$ cat config.mk
export PLATFORM = sky130hd
export DESIGN_NAME = gfle_cfg
export DESIGN_NICKNAME = d
export VERILOG_FILES = /design/src/gfle_pkg.sv /design/src/gfle_cfg.sv
export SDC_FILE = /design/constraint.sdc
export NUM_CORES = 1
export LEC_CHECK = 0
export BUFFER_PORTS_ARGS = -buffer_cell sky130_fd_sc_hd__buf_2
export CAP_MARGIN = 20
export CORE_UTILIZATION = 38
export CTS_BUF_LIST = sky130_fd_sc_hd__clkbuf_2
export DETAILED_ROUTE_END_ITERATION = 8
export GPL_TIMING_DRIVEN = 0
export HOLD_SLACK_MARGIN = 0.15
export PLACE_DENSITY_LB_ADDON = 0.3
export SLEW_MARGIN = 20
export SYNTH_ARGS = -nofsm -noshare
export SYNTH_HDL_FRONTEND = slang
export SYNTH_SLANG_ARGS = --single-unit
$ cat constraint.sdc
create_clock -name clk_i -period 0.9 [get_ports clk_i]
set_input_delay 0.09 -clock clk_i [delete_from_list [all_inputs] [get_ports clk_i]]
set_output_delay 0.09 -clock clk_i [all_outputs]
set_load 0.05 [all_outputs]
$ cat src/gfle_pkg.sv
// gfle_pkg: shared types and constants of the galois field log/antilog unit
`timescale 1ns / 1ps

package gfle_pkg;

  localparam int unsigned MAX_FIELD_BITS = 12;
  localparam int unsigned MIN_FIELD_BITS = 2;
  localparam int unsigned POLY_W         = 13;
  localparam int unsigned FBITS_W        = 4;
  localparam int unsigned VALUE_W        = 12;
  localparam int unsigned APB_DATA_W     = 32;
  localparam int unsigned APB_ADDR_W     = 3;

  localparam logic [POLY_W-1:0]  POLY_RESET = 13'h11D;
  localparam logic [FBITS_W-1:0] BITS_RESET = 4'd8;

  typedef enum logic [1:0] {
    OP_MUL   = 2'd0,
    OP_INV   = 2'd1,
    OP_LOG   = 2'd2,
    OP_BUILD = 2'd3
  } op_e;

  typedef enum logic [1:0] {
    ST_OK        = 2'd0,
    ST_ZERO      = 2'd1,
    ST_NOT_BUILT = 2'd2
  } status_e;

  typedef enum logic {
    REG_POLY = 1'b0,
    REG_BITS = 1'b1
  } reg_e;

  typedef struct packed {
    logic alog_we;
    logic log_we;
    logic done;
  } bld_t;

endpackage

$ cat src/gfle_cfg.sv
// gfle_cfg: apb configuration registers for polynomial and field width
`timescale 1ns / 1ps

module gfle_cfg (
  input  logic                                clk_i,
  input  logic                                rst_ni,
  input  logic                                psel,
  input  logic                                penable,
  input  logic                                pwrite,
  input  logic [gfle_pkg::APB_ADDR_W-1:0]     paddr,
  input  logic [gfle_pkg::APB_DATA_W-1:0]     pwdata,
  output logic [gfle_pkg::APB_DATA_W-1:0]     prdata,
  output logic                                pready,
  output logic [gfle_pkg::POLY_W-1:0]         poly_o,
  output logic [gfle_pkg::FBITS_W-1:0]        fbits_o
);

  logic [gfle_pkg::POLY_W-1:0]  poly_q;
  logic [gfle_pkg::FBITS_W-1:0] fbits_q;
  gfle_pkg::reg_e               sel;

  assign sel    = gfle_pkg::reg_e'(paddr[2]);
  assign pready = 1'b1;

  always_ff @(posedge clk_i or negedge rst_ni) begin
    if (!rst_ni) begin
      poly_q  <= gfle_pkg::POLY_RESET;
      fbits_q <= gfle_pkg::BITS_RESET;
    end else if (psel && penable && pwrite && pready) begin
      unique case (sel)
        gfle_pkg::REG_POLY: poly_q  <= pwdata[gfle_pkg::POLY_W-1:0];
        gfle_pkg::REG_BITS: fbits_q <= pwdata[gfle_pkg::FBITS_W-1:0];
        default: ;
      endcase
    end
  end

  always_comb begin
    unique case (sel)
      gfle_pkg::REG_POLY: prdata = gfle_pkg::APB_DATA_W'(poly_q);
      gfle_pkg::REG_BITS: prdata = gfle_pkg::APB_DATA_W'(fbits_q);
      default:            prdata = '0;
    endcase
  end

  assign poly_o  = poly_q;
  assign fbits_o = fbits_q;

endmodule

* Yosys cells after proc, flatten, opt, wreduce, memory -nomap -nowiden
Cells that the tools add are included.
** Word-level totals
- Bits in latches :: 0
- Input bits :: 40
- Memory bits (writable) :: 0
- Bits in registers :: 17
- Memories kept :: 0
- Bits in read-only memories :: 0
** Operators by class
- Multiplexer cells :: 1
- Div/mod/pow operators :: 0
- Multipliers :: 0
- Shifts and indexed selects :: 0
- Bitwise logic cells :: 1
- Order comparisons :: 0
- Add/subtract/negate cells :: 0
- Reductions and logical operators :: 4
- Equal/unequal tests :: 0
** Operator list (count)
- one-hot mux 32 bit (2 select lines) :: 1
- AND reduction 2 bit :: 2
- logical AND 1 bit :: 2
- inverter 1 bit :: 1

* Depth between registers and ports, before layout
Gate-level depths: netlist of run 1.
- Depth in word-level cells :: 3
- Mapped depth :: 3

* Worst setup path before layout of run 1
OpenSTA, ideal clock, no wires.
- Kind :: register -> output
- From :: register poly_q (netlist bit poly_o[4])
- To :: output prdata[4] (netlist name)
- Data required time :: 0.810 ns
- Cell stages (with the launch flop) :: 2
- Data arrival time :: 1.445 ns
- Path slack :: -0.635 ns
- Path through :: dfstp_2 nor2b_1
** On the way
- Word-level cells in the longest chain between the ends :: 1
** RTL lines
- start: declaration :: line gfle_cfg.sv:18 : logic [gfle_pkg::POLY_W-1:0] poly_q;
- start signal: assignment :: line gfle_cfg.sv:27 : poly_q <= gfle_pkg::POLY_RESET;
- start signal: assignment :: line gfle_cfg.sv:31 : gfle_pkg::REG_POLY: poly_q <= pwdata[gfle_pkg::POLY_W-1:0];
- one-hot mux 32 bit (2 select lines) :: line gfle_cfg.sv:39 : unique case (sel)
- end: declaration :: line gfle_cfg.sv:12 : output logic [gfle_pkg::APB_DATA_W-1:0] prdata,
Every way passes these cells. The select of a mux whose other input is x is not followed.

* Worst setup path after layout of run 1
Same ends and word-level chain as after synthesis.

==> results.py, run 1 <==
metrics = {
    "global_route": {
        "grtUsageTotal": 0.213,
        "grt_overflow_total": 0,
        "grt_max_degree": 18,
        "grt_pass1_wl_um": 4160,
        "grt_pass1_vias": 913,
        "grt_antenna_before_repair": 0,
    },
    "clocking": {
        "numCtsBuffers": 3,
        "cts_num_sinks": 17,
        "clkTransAtPathRegs_ps": 160,
        "h-tree-depth": 1,
        "cts_tree": "built",
        "clockBufferDepth": 2,
        "insertion_delay_ps": 270,
        "cts-root-buf": "clkbuf_2",
    },
    "place": {
        "dpl_worst_slack_ps": -464,
        "portBuffers": 48,
        "dpl.hpwl_um": 1640,
        "place.gp.congestion": 0.651,
        "placed_cell_area_um2": 1430,
    },
    "routing": {
        "firstDrtPassIters": 3,
        "routedWlPerCell_um": 14.1,
        "wl_um": 2750,
        "vias": 816,
        "drcViolationCount": 0,
        "drtIter0Drc": 1,
        "via_per_inst": 4.18,
        "antenna_left": 0,
    },
    "die": {
        "initial_core_util": 0.422,
        "ioPinCount": 90,
        "dieArea_um2": 2750,
        "num_rows": 17,
        "core-area_um2": 2300,
        "die_w_um": 52.5,
        "die_h_um": 52.5,
    },
    "setup_path": {
        "crit_arrival_ps": 1170,
        "end_kind": "output port",
        "worstSetupStartpointType": "register",
        "path_class": "reg -> out",
        "crit_required_ps": 810,
        "path_max_fanout": 2,
    },
    "timing": {
        "setup_viol": 36,
        "finalMaxSlewViolations": 0,
        "whs_ps": 229,
        "fin_crit_sh": 1.40,
        "grt_setup_unrepaired": "true",
        "tns_ps": -6370,
        "final.setup.worst_slack_ps": -357,
        "hold_violations": 0,
        "fin_skew_ps": 0,
        "post-route-min-period_ps": 1260,
        "fmax_mhz": 796,
    },
    "cells_and_area": {
        "final_common_cell": "buf_6",
        "areaGrowthSynthToFinish_pct": 99.6,
        "fin_nets": 208,
        "layout_common_cells": "29 x buf_6, 21 x mux2_4, 20 x buf_4, 20 x conb_1, 18 x buf_2",
        "fin_area_um2": 1930,
        "drive_gt1_frac": 0.790,
        "antenna_cells": 0,
    },
    "yosys": {
        "yosys_warnings": 0,
        "ys_ff_latch": 17,
        "yosysUniqueCellTypes": 12,
        "syn_area_um2": 968,
        "synth_area_per_cell_um2": 13.3,
        "netlist_instances": 73,
        "yosysSeqAreaShare": 0.447,
    },
    "status": {
        "violations": "setup timing",
        "status": "complete, but fails checks",
    },
    "min_path": {
        "holdCritPathClass": "in -> reg",
    },
    "job": {
        "maxCapViolations": 0,
    },
    "power_and_ir_drop": {
        "vdd_drop_max_mv": 1.70,
        "leakage_nw": 1.04,
        "p_per_area_nw_per_um2": 2240,
    },
}
==> kinds of logic after synthesis <==
logic type             count (synthesis)  synth area share
buffers and inverters                 22             0.171
muxes                                 21             0.283
DFF                                   17             0.447
and+or+nand+nor                       11            0.0917
other                                  2           0.00775
==> where the power goes <==
group / total (mW) / internal [mW] / switching, mW
Clock: 0.340 / 0.118 / 0.222
Combinational: 2.83 / 1.29 / 1.54
Sequential: 1.16 / 0.998 / 0.162
==> worst max-delay path: stages (launching register included) <==
cell and delay [ps]:
dfstp_2 570, nor2b_4 160, buf_8 150
==> registers in the layout, indices dropped and copies added (netlist names) <==
name	flops
fbits_o	4
poly_o	13
==> final timing paths <==
kind                       startpoint         end  slack, ps  cells after the start
min reg2reg                 poly_o[7]   poly_o[7]        570                      1
max reg2reg                 poly_o[3]   poly_o[3]        -20                      3
min in group asynchronous      rst_ni  poly_o[11]        260                      2
min                           penable   poly_o[6]        230                      3
max                         poly_o[4]   prdata[4]       -360                      2
max in group asynchronous      rst_ni   poly_o[0]        320                      2
==> layer usage <==
metal,routed length (µm),vias up,GRT usage
li1,-,387,-
met1,981,385,0.208
met2,1600,42,0.456
met3,151,2,0.0203
met4,13,0,0.0526
met5,0,-,0
==> area by class of cell <==
cell class | instances | area (µm²)
flip-flops and latches | 17 | 447
well taps | 28 | 35.0
multi-input cells | 52 | 537
fillers | 125 | 364
clock buffers | 4 | 20.0
plain buffers | 22 | 169
repair buffers | 72 | 726
==> synth_stat cells <==
cell	count	area share
and2b_1	2	0.015
buf_6	1	0.012
clkbuf_1	1	0.0039
dfrtp_1	11	0.28
conb_1	2	0.0078
mux2_4	10	0.16
mux2_2	11	0.13
buf_4	20	0.16
nor2b_1	7	0.045
nand4b_4	1	0.025
dfstp_2	6	0.16
nand4_1	1	0.0065
==> per-stage QoR <==
stage	util	power (mW)	instances
5_1_grt	0.842	4.50	195
6_report	0.842	4.33	195
3_5_place_dp	0.620	3.19	167
3_3_place_gp	0.620	3.16	167
2_1_floorplan	-	2.82	91
4_1_cts	0.828	4.27	194
==> what timing repair did <==
action | CTS | global route
resized for setup | 77 | 9
endpoints found under the hold margin | 34 | 0
buffers inserted | 9 | 4
setup endpoints to repair | 30 | 36
hold buffers | 14 | 0
(Power assumes the default switching activity.)
==> run 2: changes to the inputs <==
--- a/config.mk
+++ b/config.mk
@@ -7,7 +7,7 @@
 export LEC_CHECK = 0
 export BUFFER_PORTS_ARGS = -buffer_cell sky130_fd_sc_hd__buf_2
 export CAP_MARGIN = 20
-export CORE_UTILIZATION = 38
+export CORE_UTILIZATION = 41
 export CTS_BUF_LIST = sky130_fd_sc_hd__clkbuf_2
 export DETAILED_ROUTE_END_ITERATION = 8
 export GPL_TIMING_DRIVEN = 0
==> constraint.sdc (replaced) <==
create_clock -name clk_i -period 1.6 [get_ports clk_i]
set_input_delay 0.16 -clock clk_i [delete_from_list [all_inputs] [get_ports clk_i]]
set_output_delay 0.16 -clock clk_i [all_outputs]
set_load 0.05 [all_outputs]
==> results.py, run 2 (synthesis results as in run 1) <==
metrics = {
    "status": {
        "status": "complete, no violations",
    },
    "timing": {
        "tns_ps": 0,
        "grt_setup_unrepaired": "false",
        "hold_violations": 0,
        "finalMaxSlewViolations": 0,
        "final.setup.worst_slack_ps": 121,
        "post-route-min-period_ps": 1480,
        "fmax_mhz": 676,
        "fin_skew_ps": 0,
        "fin_crit_sh": 0.924,
        "setup_viol": 0,
    },
    "cells_and_area": {
        "seqCellArea_um2": 433,
        "instances_no_fill": 185,
        "multi_input_area_um2": 440,
        "layout_common_cells": "48 x buf_2, 20 x buf_4, 20 x conb_1, 14 x dlygate4sd3_1",
        "largest_register_ffs": 13,
        "fillers": 183,
        "areaGrowthSynthToFinish_pct": 52.2,
        "fin_nets": 198,
        "final_common_cell": "buf_2",
        "drive_gt1_frac": 0.650,
        "antenna_cells": 0,
    },
    "clocking": {
        "clkTransAtPathRegs_ps": 160,
        "cts_num_sinks": 17,
        "numCtsBuffers": 3,
        "cts_setup_buffers": 0,
        "cts_tree": "built",
        "clockBufferDepth": 2,
        "cts-root-buf": "clkbuf_2",
        "h-tree-depth": 1,
        "postCtsResizedCells": 0,
        "insertion_delay_ps": 270,
    },
    "place": {
        "place.gp.congestion": 0.603,
        "dpl.hpwl_um": 1400,
        "dpl_worst_slack_ps": 90.0,
        "portBuffers": 48,
        "dp_cells": 167,
    },
    "power_and_ir_drop": {
        "vdd_drop_max_mv": 0.846,
        "p_switching_mw": 0.973,
        "p_clk_frac": 0.097,
        "report.power.total_mw": 1.90,
        "pwr-share-comb": 0.578,
        "internal-power_mw": 0.922,
        "p_sw_frac": 0.513,
        "seqPwrFrac": 0.325,
        "p_per_area_nw_per_um2": 1290,
        "leakage_nw": 0.838,
    },
    "setup_path": {
        "worstSetupStartpointType": "input pin",
        "crit_required_ps": 1440,
        "crit_arrival_ps": 1320,
        "path_max_fanout": 10,
        "end_kind": "output port",
        "path_class": "in -> out",
    },
    "global_route": {
        "grt_pass1_wl_um": 3060,
        "grt_use_met1": 0.189,
        "top_usage_layer": "met2",
        "grt_max_degree": 18,
        "grt_pass1_vias": 681,
        "grt_antenna_before_repair": 0,
        "grt_overflow_total": 0,
        "grt_util_met3": 0.0273,
        "grt.met2_usage": 0.300,
        "grtUsageTotal": 0.161,
    },
    "min_path": {
        "holdCritPathClass": "in -> reg",
    },
    "die": {
        "initial_core_util": 0.438,
        "dieArea_um2": 2560,
        "die_w_um": 50.6,
        "ioPinCount": 90,
        "num_rows": 17,
        "die_h_um": 50.6,
        "core-area_um2": 2210,
    },
    "routing": {
        "vias": 783,
        "drcViolationCount": 0,
        "firstDrtPassIters": 2,
        "antenna_left": 0,
        "routedWlPerCell_um": 10.8,
        "via_per_inst": 4.23,
        "wl_um": 2000,
        "drtIter0Drc": 2,
    },
    "job": {
        "maxCapViolations": 0,
    },
}
==> run 2: changes by cell type in the layout (fill, tap and decap cells not counted), sizes merged <==
| cell | delta |
|---|---|
| buf | -10 |
| clkinv | +1 |
| clkbuf | -1 |
==> run 2: power by group through the flow <==
stage / logic, mW / registers [mW] / clock network, mW
CTS: 1.10 / 0.613 / 0.193
finish: 1.10 / 0.616 / 0.183
global route: 1.14 / 0.632 / 0.215
global placement: 1.06 / 0.615 / 0
floorplan: 0.525 / 0.960 / 0
detailed placement: 1.07 / 0.620 / 0
==> run 2: cell type report <==
class	instances	area share
clock buffer	3	0.0102
tap	28	0.0238
clock inverter	1	0.00340
multi-input combinational	52	0.299
timing repair buffer	62	0.258
sequential	17	0.294
buffer	22	0.112
==> run 2: final timing paths <==
path | from | endpoint | slack, ps | cells past startpoint
hold / removal | penable | poly_o[6] | 270 | 3
setup reg to reg | poly_o[7] | poly_o[7] | 810 | 1
setup / recovery | paddr[2] | prdata[3] | 120 | 4
max in group asynchronous | rst_ni | poly_o[3] | 990 | 2
hold reg to reg | poly_o[5] | poly_o[5] | 540 | 1
min in group asynchronous | rst_ni | poly_o[11] | 300 | 2
==> run 2: repair_timing <==
item                       4_1_cts  5_1_grt
setup endpoints to repair        0        0
hold endpoints to repair        34        0
hold buffers                    14        0
==> run 2: through the flow <==
step | area (µm²) | hold slack, ps | utilization
2_1_floorplan | 1040 | -136 | -
3_3_place_gp | 1310 | 98.3 | 0.594
3_5_place_dp | 1310 | 95.8 | 0.594
4_1_cts | 1470 | 259 | 0.666
5_1_grt | 1470 | 243 | 0.666
6_report | 1470 | 269 | 0.666
==> run 2: metal layers <==
metal	vias up	share of wire
met3	2	0.073
met2	41	0.53
li1	371	-
met5	-	0
met1	369	0.39
met4	0	0.0045
==> run 2: critical path, cell delays in order <==
cell and delay, ps:
buf_2 150, clkbuf_1 410, mux2_2 390, buf_2 210
==> run 3: changes to the inputs <==
--- a/config.mk
+++ b/config.mk
@@ -13,6 +13,7 @@
 export GPL_TIMING_DRIVEN = 0
 export HOLD_SLACK_MARGIN = 0.15
 export PLACE_DENSITY_LB_ADDON = 0.3
+export REMOVE_ABC_BUFFERS = 1
 export SLEW_MARGIN = 20
 export SYNTH_ARGS = -nofsm -noshare
 export SYNTH_HDL_FRONTEND = slang
==> results.py, run 3 (synthesis results as in run 1) <==
metrics = {
    "clocking": {
        "clockBufferDepth": 2,
        "cts_setup_buffers": 0,
        "clkTransAtPathRegs_ps": 150,
        "cts_tree": "built",
        "numCtsBuffers": 3,
        "insertion_delay_ps": 280,
        "postCtsResizedCells": 0,
        "cts_num_sinks": 17,
        "h-tree-depth": 1,
        "cts-root-buf": "clkbuf_2",
    },
    "die": {
        "die_h_um": 50.6,
        "core-area_um2": 2210,
        "dieArea_um2": 2560,
        "die_w_um": 50.6,
        "num_rows": 17,
        "initial_core_util": 0.438,
        "ioPinCount": 90,
    },
    "timing": {
        "whs_ps": 290,
        "grt_setup_unrepaired": "false",
        "setup_viol": 0,
        "post-route-min-period_ps": 1410,
        "finalMaxSlewViolations": 0,
        "fin_crit_sh": 0.880,
        "fmax_mhz": 711,
        "fin_skew_ps": 0,
        "hold_violations": 0,
        "final.setup.worst_slack_ps": 193,
    },
    "setup_path": {
        "worstSetupEndpoint": "prdata[2]",
        "worstSetupStartpointType": "register",
        "cpMaxStageDelayCell": "dfstp_2",
        "end_kind": "output port",
        "reg2reg_from": "poly_o[5]",
        "critPathLaunch": "poly_o[2]",
        "path_class": "reg -> out",
        "crit_chain": "mux2_2, buf_2",
        "reg2reg_slack_ps": 810,
        "r2r-end": "poly_o[5]",
        "crit_arrival_ps": 1250,
        "crit_required_ps": 1440,
        "cp_slowest_stage_delay_ps": 580,
        "rr_worst_depth": 1,
        "path_max_fanout": 3,
    },
    "cells_and_area": {
        "largest_register_ffs": 13,
        "layout_common_cells": "48 x buf_2, 20 x conb_1, 14 x dlygate4sd3_1, 11 x mux2_2, 11 x dfrtp_1",
        "antenna_cells": 0,
        "drive_gt1_frac": 0.593,
        "areaGrowthSynthToFinish_pct": 34.9,
        "fin_nets": 176,
        "final_common_cell": "buf_2",
    },
    "global_route": {
        "grt_overflow_total": 0,
        "grt_pass1_vias": 684,
        "grt_antenna_before_repair": 0,
        "grt_max_degree": 18,
        "grt_pass1_wl_um": 2940,
        "grtUsageTotal": 0.156,
    },
    "routing": {
        "drcViolationCount": 0,
        "wl_um": 1820,
        "antenna_left": 0,
        "drtIter0Drc": 2,
        "firstDrtPassIters": 3,
        "via_per_inst": 4.39,
        "vias": 716,
        "routedWlPerCell_um": 11.1,
    },
    "place": {
        "dpl.hpwl_um": 1220,
        "dpl_worst_slack_ps": 265,
        "place.gp.congestion": 0.602,
        "portBuffers": 48,
    },
    "min_path": {
        "holdCritPathClass": "in -> async",
    },
    "power_and_ir_drop": {
        "p_per_area_nw_per_um2": 1420,
        "vdd_drop_max_mv": 0.806,
        "leakage_nw": 0.722,
    },
    "status": {
        "status": "complete, no violations",
    },
    "job": {
        "maxCapViolations": 0,
    },
}
[run 3: cell count changes in the layout (fill, tap and decap cells not counted)]
cell      before  now
buf_4         20    0
buf_6          1    0
clkbuf_1       1    0
clkbuf_2       3    4
clkinv_2       1    0
nor2b_1        6    7
nor2b_2        1    0
[run 3: where the power goes]
part           internal (mW)  leakage (nW)  switching (mW)  total, mW
clock                 0.0663        0.0166           0.124      0.191
combinational          0.280         0.510           0.768       1.05
sequential             0.549         0.195          0.0674      0.616
total                  0.896         0.722           0.960       1.86
[run 3: area by class of cell]
type / count / area (µm²)
sequential: 17 / 433
tap: 28 / 35.0
multi-input combinational: 52 / 438
timing repair buffer: 62 / 380
clock buffer: 4 / 20.0
fill: 185 / 906
[run 3: what timing repair did]
action                                 in CTS  in global routing
endpoints found under the hold margin      34                  0
hold buffers                               14                  0
setup endpoints to repair                   0                  0
[run 3: how the worst min path moves through the flow]
stage | cells after the start | startpoint | endpoint
6_report | 2 | rst_ni | poly_o[1]
5_1_grt | 2 | rst_ni | poly_o[5]
4_1_cts | 2 | rst_ni | poly_o[1]
3_5_place_dp | 1 | rst_ni | poly_o[1]
3_3_place_gp | 1 | rst_ni | fbits_o[1]
2_1_floorplan | 0 | rst_ni | fbits_o[0]
[run 3: critical path, delay by kind of cell (launching register included)]
family	cells	cell delay, ps
flip-flops	1	580
multiplexers	1	140
buffers and inverters	1	250
[run 3: per-stage QoR]
| stage | TNS [ps] | total power [mW] | instance area [µm²] | cells | util |
|---|---|---|---|---|---|
| 6_report | 0 | 1.86 | 1310 | 163 | 0.590 |
| 5_1_grt | 0 | 1.95 | 1310 | 163 | 0.590 |
| 4_1_cts | 0 | 1.87 | 1310 | 163 | 0.590 |
| 3_5_place_dp | 0 | 1.64 | 1150 | 145 | 0.518 |
| 3_3_place_gp | 0 | 1.63 | 1150 | 145 | 0.518 |
| 2_1_floorplan | -4.61 | 1.44 | 871 | 69 | - |
[run 3: per-layer routing]
layer	share of wire	up-vias	GRT usage
met3	0.075	2	0.0485
met2	0.52	47	0.296
met1	0.40	339	0.164
met4	0.0055	0	0.0417
li1	-	328	-
met5	0	-	0
