--- config.mk ---
export PLATFORM = sky130hd
export DESIGN_NAME = gfle_build
export DESIGN_NICKNAME = d
export VERILOG_FILES = /design/src/gfle_pkg.sv /design/src/gfle_build.sv
export SDC_FILE = /design/constraint.sdc
export NUM_CORES = 1
export LEC_CHECK = 0
export ABC_AREA = 1
export BUFFER_PORTS_ARGS = -buffer_cell sky130_fd_sc_hd__buf_2
export CAP_MARGIN = 25
export CORE_ASPECT_RATIO = 0.6
export CORE_MARGIN = 5
export CORE_UTILIZATION = 50
export CTS_BUF_LIST = sky130_fd_sc_hd__clkbuf_4
export DETAILED_ROUTE_END_ITERATION = 10
export PLACE_DENSITY = 0.89
export REMOVE_ABC_BUFFERS = 1
export SLEW_MARGIN = 0
export SYNTH_ARGS = -nofsm -noshare
export SYNTH_HDL_FRONTEND = slang
export SYNTH_SLANG_ARGS = --single-unit
--- constraint.sdc ---
create_clock -name clk_i -period 2.13 [get_ports clk_i]
set_input_delay 0.1065 -clock clk_i [delete_from_list [all_inputs] [get_ports clk_i]]
set_output_delay 0.1065 -clock clk_i [all_outputs]
set_load 0.01 [all_outputs]
--- src/gfle_pkg.sv ---
// gfle_pkg: shared types and constants of the galois field log/antilog unit
`timescale 1ns / 1ps

package gfle_pkg;

  localparam int unsigned MAX_FIELD_BITS = 12;
  localparam int unsigned MIN_FIELD_BITS = 2;
  localparam int unsigned POLY_W         = 13;
  localparam int unsigned FBITS_W        = 4;
  localparam int unsigned VALUE_W        = 12;
  localparam int unsigned APB_DATA_W     = 32;
  localparam int unsigned APB_ADDR_W     = 3;

  localparam logic [POLY_W-1:0]  POLY_RESET = 13'h11D;
  localparam logic [FBITS_W-1:0] BITS_RESET = 4'd8;

  typedef enum logic [1:0] {
    OP_MUL   = 2'd0,
    OP_INV   = 2'd1,
    OP_LOG   = 2'd2,
    OP_BUILD = 2'd3
  } op_e;

  typedef enum logic [1:0] {
    ST_OK        = 2'd0,
    ST_ZERO      = 2'd1,
    ST_NOT_BUILT = 2'd2
  } status_e;

  typedef enum logic {
    REG_POLY = 1'b0,
    REG_BITS = 1'b1
  } reg_e;

  typedef struct packed {
    logic alog_we;
    logic log_we;
    logic done;
  } bld_t;

endpackage

--- src/gfle_build.sv ---
// gfle_build: table build sequencer, antilog walk with log clear, then log fill
`timescale 1ns / 1ps

module gfle_build #(
  parameter int unsigned MaxFieldBits = gfle_pkg::MAX_FIELD_BITS
) (
  input  logic                              clk_i,
  input  logic                              rst_ni,
  input  logic                              start_i,
  input  logic [gfle_pkg::POLY_W-1:0]       poly_i,
  input  logic [MaxFieldBits-1:0]           mask_i,
  output gfle_pkg::bld_t                    stat_o,
  output logic [MaxFieldBits-1:0]           alog_waddr_o,
  output logic [MaxFieldBits-1:0]           alog_wdata_o,
  output logic [MaxFieldBits-1:0]           log_waddr_o,
  output logic [MaxFieldBits-1:0]           log_wdata_o
);

  localparam int unsigned XW = (MaxFieldBits + 1 > gfle_pkg::POLY_W) ?
                               MaxFieldBits + 1 : gfle_pkg::POLY_W;

  typedef enum logic [1:0] {
    B_IDLE,
    B_FILL,
    B_LOG
  } bstate_e;

  bstate_e                 state_q;
  logic [MaxFieldBits-1:0] i_q;
  logic [MaxFieldBits-1:0] x_q;
  logic                    done_q;
  logic [XW-1:0]           shifted;
  logic [XW-1:0]           wide_mask;
  logic [MaxFieldBits-1:0] x_d;

  always_comb begin
    shifted   = XW'({x_q, 1'b0});
    wide_mask = XW'(mask_i);
    if ((shifted & ~wide_mask) != '0) begin
      x_d = MaxFieldBits'((shifted ^ XW'(poly_i)) & wide_mask);
    end else begin
      x_d = MaxFieldBits'(shifted);
    end
  end

  always_ff @(posedge clk_i or negedge rst_ni) begin
    if (!rst_ni) begin
      state_q <= B_IDLE;
      i_q     <= '0;
      x_q     <= MaxFieldBits'(1);
      done_q  <= 1'b0;
    end else begin
      done_q <= (state_q == B_LOG) && (i_q == mask_i - MaxFieldBits'(1));
      unique case (state_q)
        B_IDLE: begin
          if (start_i) begin
            i_q     <= '0;
            x_q     <= MaxFieldBits'(1);
            state_q <= B_FILL;
          end
        end
        B_FILL: begin
          if (i_q == mask_i) begin
            i_q     <= '0;
            x_q     <= MaxFieldBits'(1);
            state_q <= B_LOG;
          end else begin
            i_q <= i_q + MaxFieldBits'(1);
            x_q <= x_d;
          end
        end
        B_LOG: begin
          if (i_q == mask_i - MaxFieldBits'(1)) begin
            state_q <= B_IDLE;
          end else begin
            i_q <= i_q + MaxFieldBits'(1);
            x_q <= x_d;
          end
        end
        default: state_q <= B_IDLE;
      endcase
    end
  end

  assign stat_o.alog_we = (state_q == B_FILL);
  assign stat_o.log_we  = (state_q == B_FILL) || (state_q == B_LOG);
  assign stat_o.done    = done_q;

  assign alog_waddr_o = i_q;
  assign alog_wdata_o = x_q;
  assign log_waddr_o  = (state_q == B_LOG) ? x_q : i_q;
  assign log_wdata_o  = (state_q == B_LOG) ? i_q : '0;

endmodule
**Word level (Yosys, flattened, before mapping)**

Index checks and enable logic that the tools add are counted.

- Reduce and logical (&&, ||, !) cells: 7
- Bitwise gates (word level): 4
- Eq/ne operators: 8
- Multiplexer cells: 15
- $add $sub $neg: 2

Operator list:

| operator | count |
|---|---|
| two-way mux 12 bit | 9 |
| one-hot mux 12 bit (3 select lines) | 2 |
| == test 12 bit | 2 |
| bitwise AND 13 bit | 1 |
| inverter 12 -> 13 bit | 1 |
| nonzero test 13 bit | 1 |
| adder 12 x 1 -> 12 bit (second input constant) | 1 |
| bitwise AND 12 bit | 1 |
| subtractor 12 x 1 -> 12 bit (second input constant) | 1 |
| bitwise XOR 12 bit | 1 |
| two-way mux 2 bit | 3 |
| one-hot mux 2 bit (3 select lines) | 1 |
| AND reduction 3 bit | 2 |
| inequality test 2 x 1 -> 1 bit (second input constant) | 2 |
| inequality test 2 bit (second input constant) | 2 |
| nonzero test 3 bit | 1 |
| == test 2 x 1 -> 1 bit (second input constant) | 1 |
| == test 2 bit (second input constant) | 1 |
| logical NOT 2 bit | 1 |
| logical AND 1 bit | 1 |
| logical OR 1 bit | 1 |

- Bits of input ports: 28
- Bits in registers: 27
- Output and inout bits: 51
- Logic and storage cells: 40

**Depth between registers and ports, before layout**

Gate-level depths: netlist of run 1.

- Depth in word-level cells: 6
- Mapped depth: 15
- Gate-level depth less buffers: 15

**Worst setup path before layout of run 1**

Ideal clock, no wire load.

- Kind: reg-to-reg
- Start point: register i_q[4] (netlist: alog_waddr_o[4])
- End point: register i_q[9] (netlist: alog_waddr_o[9])
- Period minus slack after synthesis: 1.696 ns
- Data required time: 2.013 ns
- Path buffers: 2
- Setup slack: 0.434 ns
- Arrival: 1.579 ns
- Cell stages (with the launch flop): 15
- Library setup time: 0.117 ns
- Cells stage by stage: dfrtp_1 > buf_2 > inv_2 > nand2_1 > nand2_1 > nand2_1 > nand2_1 > nand2_1 > nor2_1 > nand2_1 > nor2_4 > nand3_4 > buf_2 > nand3_1 > nand2_1

- Cells in the longest elaborated chain, start to end: 3
- Elaborated cells between the ends (all ways): 8
- Classes of those cells: add/sub (1); eq/ne (3); mux (3); reduce/logical (1)

Ends and longest elaborated chain:

| item | line | text |
|---|---|---|
| start, declared | gfle_build.sv:29 | `logic [MaxFieldBits-1:0] i_q;` |
| start signal, assigned | gfle_build.sv:68 | `i_q <= i_q + MaxFieldBits'(1);` |
| start signal, assigned | gfle_build.sv:76 | `i_q <= i_q + MaxFieldBits'(1);` |
| adder 12 x 1 -> 12 bit, or another cell as far along | gfle_build.sv:68, gfle_build.sv:76 |  |
| two-way mux 12 bit, or another cell as far along | gfle_build.sv:73 | `if (i_q == mask_i - MaxFieldBits'(1)) begin` |
| one-hot mux 12 bit (3 select lines) / AND reduction 3 bit (equally long branches) | -- |  |

Parallel ways exist; a longest one is shown, timed or not. The select of a mux whose other input is x is not followed.
A chain may end at the register's enable or synchronous reset.

**Worst setup path in the final report of run 1**

- Start point: register i_q[5] (netlist: alog_waddr_o[5])
- End point: register x_q[1] (netlist: alog_wdata_o[1])

- Cells in the longest elaborated chain, start to end: 3
- Elaborated cells between the ends (all ways): 6
- Classes of those cells: eq/ne (3); mux (2); reduce/logical (1)

Ends and longest elaborated chain:

| item | line | text |
|---|---|---|
| == test 12 bit, on equally long branches | gfle_build.sv:63, gfle_build.sv:73 |  |
| two-way mux 12 bit / inequality test 2 bit (equally long branches) | -- |  |
| one-hot mux 12 bit (3 select lines) / AND reduction 3 bit (equally long branches) | -- |  |
| end signal, assigned | gfle_build.sv:50 | `x_q <= MaxFieldBits'(1);` |
| end signal, assigned | gfle_build.sv:58 | `x_q <= MaxFieldBits'(1);` |
| end signal, assigned | gfle_build.sv:65 | `x_q <= MaxFieldBits'(1);` |
| end, declared | gfle_build.sv:30 | `logic [MaxFieldBits-1:0] x_q;` |

Parallel ways exist; a longest one is shown, timed or not.

==> flow_summary_export.csv, run 1 <==
group,metric,value,unit
setup_path,r2r-start,"alog_waddr_o[5]",
global_routing,grt_max_degree,28,
setup_path,slowest_stage,"dfrtp_1",
placement,dp_hpwl,6.55,mm
setup_path,critPathCaptureType,"flop",
cts,cts_max_path_buffers,2,
power,peakVddDrop,0.328,mV
global_routing,overflow,0,
power,p_int,1.18,mW
hold_path,min_to,"alog_wdata_o[6]",
run,maxCapViolations,0,
cts,clock-sinks,27,
setup_path,worstPathArrival,2.23,ns
sta,max_slew.worst_pin.slew,0.666,ns
sta,final-max-slew-violation-count,0,
placement,place_inst,602,
global_routing,met2_usage,0.389,
power,leakage,1.92,nW
global_routing,antenna_found_initial,0,
die,num_io_pins,79,
routing,drtAntennaViolNets,0,
setup_path,cp_common_cell,"nand2_1",
global_routing,use_met3,0.0494,
sta,fin_hold_ws,0.222,ns
power,p_seq_frac,0.278,
die,core,0.00513,sq mm
placement,gp_congestion,0.934,
sta,clock_skew,0.0104,ns
routing,vias,3187,
power,p_sw_frac,0.513,
routing,drt_iter0_drc,294,
synth,synth-edff-count,0,
hold_path,hold-path-cell-count,8,
synth,synthCells,456,
routing,wl_per_cell,13.8,um
synth,ys_warn_count,0,
placement,io_buffers,77,
sta,max_freq,506,MHz
sta,fin_crit_sh,0.928,
setup_path,path_class,"reg -> reg",
placement,preCtsSetupSlack,0.0608,ns
finish,area_growth,21.8,%
synth,syn_avg_cell_area,5.90,sq um
setup_path,critPathMaxFanout,15,
status,outcome,"completed",
die,die_y,66.8,um
hold_path,hold_path.class,"in -> reg",
routing,routed_wl,8.40,mm
cts,clk_pin_slew,0.18,ns
synth,synth_area,0.00269,sq mm
power,clockPowerShare,0.106,
die,die_area,0.00700,sq mm
finish,drive_gt1_frac,0.240,
sta,hold_viol,0,
sta,rsz0062_at_grt,"false",
power,total_power,2.43,mW
global_routing,busiest_layer,"met2",
cts,cts_setup_buffers,0,
sta,worst_slack,0.153,ns
global_routing,met1_usage,0.339,
global_routing,grt_pass1_vias,2956,
setup_path,reg2regPathDepth,13,
power,comb_power_share,0.616,
setup_path,critPathLaunchType,"flop",
cts,htree_levels,1,
global_routing,track_usage,0.241,
power,p_sw,1.24,mW
setup_path,max_stage_delay,0.48,ns
synth,synth_ff_type,"dfrtp_1",
finish,n_antenna_cell,0,
synth,synth_cell_types,32,
setup_path,rrSetupSlack,0.15,ns
finish,final_cell_mix,"nand2_1 (183), buf_2 (77), inv_1 (50)",
cts,cts_root_buf,"clkbuf_4",
cts,cts_made_buffers,3,
routing,dr.pass1.iters,6,
routing,drc_errors,0,
hold_path,holdCritStartpoint,"poly_i[6]",
routing,viasPerCell,5.25,
finish,layout_commonest_cell,"nand2_1",
finish,stdcell_count,607,
die,dieWidth,105,um
cts,cts_tree,"done",
sta,relSlewSlack,0.556,
finish,final_nets,577,
setup_path,r2r-end,"alog_wdata_o[1]",
power,p_per_area,740,mW/mm^2
die,rows,20,
setup_path,required,2.38,ns
synth,yosysSeqAreaShare,0.251,
synth,synth-seq-cells,27,
finish,final_util,0.640,
die,start_util,0.525,
sta,finalSetupViolations,0,
global_routing,grt_pass1_wl,13.9,mm
sta,period_minus_slack,1.98,ns
cts,clkLatencyLatePin,0.35,ns
setup_path,worstPathCellList,"inv_1 > nand2_1 > nand2_1 > inv_1 > nand2_1 > nand2_1 > nor2_1 > nand2_1 > nor2_4 > nand3_4 > buf_12 > nand3_1 > nand2_1",
synth,async_flop_share,1.00,
synthesized netlist by cell type (2+ instances only):
| cell type | count | area, sq um |
|---|---|---|
| nor3_1 | 2 | 10.0 |
| xor2_1 | 7 | 61.3 |
| nor2_2 | 3 | 18.8 |
| nor3_2 | 2 | 20.0 |
| xnor2_1 | 10 | 87.6 |
| nand4_1 | 6 | 37.5 |
| nor2_1 | 44 | 165 |
| or2_2 | 7 | 43.8 |
| clkbuf_1 | 5 | 18.8 |
| dfrtp_1 | 26 | 651 |
| inv_2 | 4 | 15.0 |
| inv_1 | 50 | 188 |
| nand3b_1 | 2 | 15.0 |
| ha_1 | 7 | 87.6 |
| o21ai_0 | 20 | 100 |
| o21ai_1 | 4 | 20.0 |
| nand3_1 | 49 | 245 |
| buf_2 | 7 | 35.0 |
| nand2_1 | 183 | 687 |
| buf_6 | 3 | 33.8 |
| o22ai_1 | 2 | 12.5 |
| nor2_4 | 3 | 33.8 |
routing by layer:
layer	routed length, um	part of all wire	vias to the layer above
li1	-	-	1582
met3	897	0.11	6
met2	3660	0.44	162
met1	3810	0.45	1437
met5	0	0	-
met4	40	0.0048	0
power groups by stage:
stage | logic [mW] | clock network [mW] | registers [mW]
4_1_cts | 1.46 | 0.257 | 0.672
2_1_floorplan | 0.842 | 0 | 0.687
3_3_place_gp | 1.39 | 0 | 0.679
6_report | 1.50 | 0.257 | 0.675
5_1_grt | 1.66 | 0.276 | 0.688
3_5_place_dp | 1.45 | 0 | 0.683
registers in the layout (all words and copies together) (netlist names):
register      cells
alog_wdata_o     12
done_q            1
alog_waddr_o     12
state_q           2
cell type report:
type,count,area (sq um)
timing repair buffer,98,558
fill,488,1850
multi-input combinational,358,1730
sequential,27,681
tap,66,82.6
clock buffer,3,22.5
clock inverter,1,7.51
inverter,54,203
worst max path at each step:
| stage | start | endpoint | slack [ns] | depth (start not counted) |
|---|---|---|---|---|
| final | alog_waddr_o[5] | alog_wdata_o[1] | 0.15 | 13 |
| after global routing | alog_waddr_o[2] | alog_wdata_o[1] | 0.003 | 12 |
| after CTS | alog_waddr_o[0] | alog_wdata_o[1] | 0.10 | 12 |
| after detailed placement | mask_i[1] | alog_wdata_o[1] | 0.06 | 13 |
| after global placement | mask_i[1] | alog_wdata_o[1] | 0.17 | 13 |
| after floorplan | state_q[0] | alog_waddr_o[0] | -0.04 | 8 |
worst max-delay path, delay by kind of cell, from the launching register on:
kind / cells / cell delay [ns]
buffers and inverters: 3 / 0.43
flip-flops: 1 / 0.48
AND/OR/NAND/NOR: 10 / 0.97
metrics by stage:
stage          instance area [sq um]  TNS (ns)
2_1_floorplan                   2590    -0.839
3_3_place_gp                    3220         0
3_5_place_dp                    3220         0
4_1_cts                         3260         0
5_1_grt                         3280         0
6_report                        3280         0
logic make-up (layout without fill, tap and decap cells):
logic type / Yosys count / in the layout / synth area share
AND/OR/NAND/NOR: 305 / 305 / 0.491
XOR/XNOR: 17 / 17 / 0.0553
adder cells (fa/ha/maj): 7 / 7 / 0.0325
buffers and inverters: 71 / 156 / 0.112
flip-flops: 27 / 27 / 0.251
AO/OA/AOI/OAI: 29 / 29 / 0.0576
what timing repair did:
action,in CTS,in global routing
endpoints found under the setup margin,0,24
endpoints found under the hold margin,26,0
hold buffers,1,0
gates resized for setup,0,6
No activity file was read; power rests on OpenSTA's default activity.
==> inputs of run 2 (changes only) <==
--- a/config.mk
+++ b/config.mk
@@ -6,15 +6,18 @@
 export NUM_CORES = 1
 export LEC_CHECK = 0
 export ABC_AREA = 1
-export BUFFER_PORTS_ARGS = -buffer_cell sky130_fd_sc_hd__buf_2
 export CAP_MARGIN = 25
+export CELL_PAD_IN_SITES_DETAIL_PLACEMENT = 1
+export CELL_PAD_IN_SITES_GLOBAL_PLACEMENT = 2
 export CORE_ASPECT_RATIO = 0.6
 export CORE_MARGIN = 5
-export CORE_UTILIZATION = 50
+export CORE_UTILIZATION = 33
 export CTS_BUF_LIST = sky130_fd_sc_hd__clkbuf_4
 export DETAILED_ROUTE_END_ITERATION = 10
-export PLACE_DENSITY = 0.89
+export DONT_BUFFER_PORTS = 1
+export PLACE_DENSITY = 0.93
 export REMOVE_ABC_BUFFERS = 1
+export SKIP_CTS_REPAIR_TIMING = 1
 export SLEW_MARGIN = 0
 export SYNTH_ARGS = -nofsm -noshare
 export SYNTH_HDL_FRONTEND = slang
==> flow_summary_export.csv, run 2 (synthesis gave the netlist of run 1 again) <==
group,metric,value,unit
status,outcome,"completed",
sta,max_slew.worst_pin.slew,0.507,ns
global_routing,grt_max_degree,28,
die,start_util,0.340,
die,rows,25,
global_routing,antenna_found_initial,0,
routing,wl_per_cell,16.7,um
sta,worst_slack,0.198,ns
routing,dr.pass1.iters,4,
cts,cts_max_path_buffers,2,
power,total_power,2.40,mW
finish,final_area,0.00314,sq mm
placement,placed_area,0.00301,sq mm
sta,hold_viol,0,
finish,final_nets,521,
finish,stdcell_count,593,
placement,dp_hpwl,7.65,mm
power,peakVddDrop,0.288,mV
setup_path,worstPathArrival,2.20,ns
sta,finalSetupViolations,0,
run,maxCapViolations,0,
cts,cts_root_buf,"clkbuf_4",
finish,n_antenna_cell,0,
sta,setup_tns,0,ns
routing,routed_wl,9.88,mm
sta,relSlewSlack,0.661,
die,num_io_pins,79,
placement,place_inst,585,
placement,preCtsSetupSlack,0.0663,ns
routing,drt_iter0_drc,177,
routing,viasPerCell,5.06,
sta,final-max-slew-violation-count,0,
cts,clk_pin_slew,0.20,ns
routing,drc_errors,0,
sta,fin_crit_sh,0.907,
die,die_y,80.0,um
placement,gp_congestion,0.865,
setup_path,critPathMaxFanout,19,
hold_path,hold_path.class,"in -> reg",
cts,cts_made_buffers,3,
setup_path,path_class,"reg -> reg",
sta,period_minus_slack,1.93,ns
cts,htree_levels,1,
routing,vias,3000,
sta,rsz0062_at_grt,"false",
power,leakage,1.66,nW
finish,final_cell_mix,"nand2_1 (183), inv_1 (50), nand3_1 (49)",
global_routing,track_usage,0.194,
global_routing,grt_pass1_wl,15.8,mm
routing,drtAntennaViolNets,0,
global_routing,grt_pass1_vias,3006,
placement,io_buffers,0,
finish,layout_commonest_cell,"nand2_1",
global_routing,overflow,0,
power,p_per_area,763,mW/mm^2
cts,cts_tree,"done",
die,core,0.00791,sq mm
cts,clkLatencyLatePin,0.37,ns
setup_path,critPathCaptureType,"flop",
die,dieWidth,127,um
sta,max_freq,518,MHz
setup_path,required,2.40,ns
setup_path,critPathLaunchType,"flop",
finish,drive_gt1_frac,0.153,
die,die_area,0.0101,sq mm
finish,area_growth,16.7,%
setup_path,rrSetupSlack,0.20,ns
cts,clock-sinks,27,
sta,clock_skew,0.0220,ns
## run 2: stage by stage
stage / util / hold WS [ns]
global route: 0.397 / 0.0879
detailed placement: 0.381 / -0.188
global placement: 0.381 / -0.188
CTS: 0.385 / -0.613
floorplan: - / -0.189
finish: 0.397 / 0.0617
## run 2: final timing paths
path	startpoint	endpoint	cells past startpoint
setup / recovery	alog_wdata_o[1]	alog_wdata_o[9]	8
hold / removal	mask_i[11]	alog_wdata_o[11]	6
setup reg to reg	alog_wdata_o[1]	alog_wdata_o[9]	8
hold reg to reg	alog_wdata_o[0]	alog_wdata_o[0]	2
max in group asynchronous	rst_ni	alog_wdata_o[0]	2
min in group asynchronous	rst_ni	alog_wdata_o[3]	2
## run 2: layer usage
layer | track usage | wire (um) | share of wire
met1 | 0.289 | 5000 | 0.51
met2 | 0.301 | 4290 | 0.43
met3 | 0.0334 | 558 | 0.057
met4 | 0.0203 | 29 | 0.0029
met5 | 0 | 0 | 0
## run 2: area by class of cell
cell class / instances / area (sq um)
Fill cell: 1096 / 4770
Sequential cell: 27 / 679
Inverter: 54 / 203
Tap cell: 108 / 135
Clock inverter: 1 / 8.76
Timing Repair Buffer: 42 / 347
Clock buffer: 3 / 22.5
Multi-Input combinational cell: 358 / 1750
## run 2: power by group
group	internal, mW	switching, mW	total [mW]
clock network	0.0769	0.203	0.280
registers	0.589	0.102	0.692
logic	0.464	0.960	1.42
total	1.13	1.27	2.40
## run 2: critical path, stage by stage (launching register included)
cell     delay (ns)
dfrtp_1        0.52
inv_1          0.12
o22ai_1        0.07
nor2_1         0.32
nand3_4        0.32
o21ai_0        0.28
nor2_1         0.08
nand3_1        0.08
nand2_1        0.06
==> inputs of run 3 (changes only) <==
--- a/config.mk
+++ b/config.mk
@@ -10,7 +10,6 @@
 export CELL_PAD_IN_SITES_DETAIL_PLACEMENT = 1
 export CELL_PAD_IN_SITES_GLOBAL_PLACEMENT = 2
 export CORE_ASPECT_RATIO = 0.6
-export CORE_MARGIN = 5
 export CORE_UTILIZATION = 33
 export CTS_BUF_LIST = sky130_fd_sc_hd__clkbuf_4
 export DETAILED_ROUTE_END_ITERATION = 10
==> flow_summary_export.csv, run 3 (synthesis gave the netlist of run 1 again) <==
group,metric,value,unit
global_routing,grt_max_degree,28,
placement,gp_congestion,0.834,
sta,finalSetupViolations,0,
hold_path,hold_path.class,"in -> reg",
routing,drt_iter0_drc,131,
sta,max_freq,508,MHz
setup_path,worstPathArrival,1.86,ns
setup_path,critPathMaxFanout,19,
die,dieWidth,119,um
setup_path,critPathLaunchType,"flop",
setup_path,crit_path_start,"state_q[0]",
cts,cts_made_buffers,3,
setup_path,required,2.02,ns
sta,final-max-slew-violation-count,0,
sta,clock_skew,0.00382,ns
finish,n_antenna_cell,0,
finish,multi_input_area,0.00172,sq mm
setup_path,r2r-start,"alog_wdata_o[2]",
finish,seqCellArea,678,sq um
finish,area_growth,15.4,%
die,start_util,0.342,
placement,placed_area,0.00303,sq mm
die,rows,25,
sta,period_minus_slack,1.97,ns
power,leakage,1.66,nW
setup_path,reg2regPathDepth,9,
global_routing,overflow,0,
finish,layout_commonest_cell,"nand2_1",
routing,wl_per_cell,15.8,um
die,core,0.00788,sq mm
setup_path,path_class,"reg -> out",
die,num_io_pins,79,
routing,vias,2938,
cts,clock-sinks,27,
finish,final_nets,521,
placement,dp_hpwl,7.47,mm
sta,worst_slack,0.161,ns
sta,rsz0062_at_grt,"false",
setup_path,path_delay_family,"buffers and inverters",
global_routing,grt_pass1_wl,15.4,mm
global_routing,antenna_found_initial,0,
die,die_area,0.00854,sq mm
status,outcome,"completed",
sta,setup_tns,0,ns
sta,fin_crit_sh,0.925,
sta,hold_viol,0,
setup_path,crit_buf_inv,4,
finish,final_area,0.00311,sq mm
routing,drc_errors,0,
global_routing,track_usage,0.229,
routing,viasPerCell,4.95,
cts,htree_levels,1,
global_routing,grt_pass1_vias,2907,
hold_path,holdCritStartpoint,"mask_i[7]",
cts,cts_tree,"done",
routing,drtAntennaViolNets,0,
cts,clk_pin_slew,0.17,ns
setup_path,r2r-end,"alog_wdata_o[8]",
finish,drive_gt1_frac,0.148,
sta,fin_hold_ws,0.0865,ns
cts,clkLatencyLatePin,0.35,ns
setup_path,slowest_stage,"dfrtp_1",
setup_path,max_stage_delay,0.46,ns
die,die_y,72.0,um
hold_path,hold-path-cell-count,6,
hold_path,min_to,"alog_wdata_o[7]",
setup_path,rrSetupSlack,0.17,ns
setup_path,critPathCaptureType,"output pin",
sta,relSlewSlack,0.756,
finish,fillers,1105,
power,peakVddDrop,0.234,mV
cts,cts_root_buf,"clkbuf_4",
routing,dr.pass1.iters,4,
cts,cts_max_path_buffers,2,
run,maxCapViolations,0,
placement,preCtsSetupSlack,0.134,ns
setup_path,worstPathCellList,"inv_1 > ha_1 > buf_6 > buf_6 > nand2_1 > o21ai_0 > buf_4",
power,p_per_area,762,mW/mm^2
finish,final_cell_mix,"nand2_1 (183), inv_1 (50), nand3_1 (49)",
placement,io_buffers,0,
sta,max_slew.worst_pin.slew,0.364,ns
setup_path,cp_common_cell,"buf_6",
routing,routed_wl,9.37,mm
-- run 3: worst max path at each step --
stage / endpoint / slack, ns / depth (start not counted)
floorplan: alog_waddr_o[0] / -0.04 / 8
global placement: alog_wdata_o[8] / 0.21 / 9
detailed placement: alog_wdata_o[8] / 0.13 / 9
CTS: log_waddr_o[5] / 0.04 / 7
global route: alog_waddr_o[9] / 0.005 / 10
finish: log_waddr_o[5] / 0.16 / 7
-- run 3: worst reg2reg max path: cells and delay by family, from the launching register on --
| family | cells | cell delay [ns] |
|---|---|---|
| DFF | 1 | 0.51 |
| buffers and inverters | 2 | 0.37 |
| and+or+nand+nor | 5 | 0.64 |
| AOI/OAI and AO/OA | 2 | 0.36 |
-- run 3: cell type report --
class | instances | share of cell area
clock buffer | 3 | 0.00725
clock inverter | 1 | 0.00242
inverter | 54 | 0.0652
multi-input combinational | 358 | 0.555
tap | 108 | 0.0435
sequential | 27 | 0.218
timing repair buffer | 42 | 0.109
-- run 3: per-stage QoR --
stage / utilization / std cells / total power [mW]
after global routing: 0.394 / 593 / 2.57
after detailed placement: 0.384 / 587 / 2.08
after CTS: 0.388 / 591 / 2.35
after floorplan: - / 439 / 1.53
after global placement: 0.384 / 587 / 2.01
final: 0.394 / 593 / 2.37
-- run 3: power breakdown --
part           switching [mW]  total (mW)  leakage (nW)  internal, mW
Clock                   0.186       0.258        0.0139        0.0720
Combinational           0.955        1.42          1.28         0.468
Sequential             0.0993       0.687         0.366         0.588
Total                    1.24        2.37          1.66          1.13
-- run 3: routing by layer --
layer	vias to the layer above	track usage	share of wire	wire [um]
li1	1467	-	-	-
met1	1400	0.329	0.50	4720
met2	67	0.367	0.44	4090
met3	4	0.0472	0.055	516
met4	0	0.0225	0.0041	38
met5	-	0	0	0
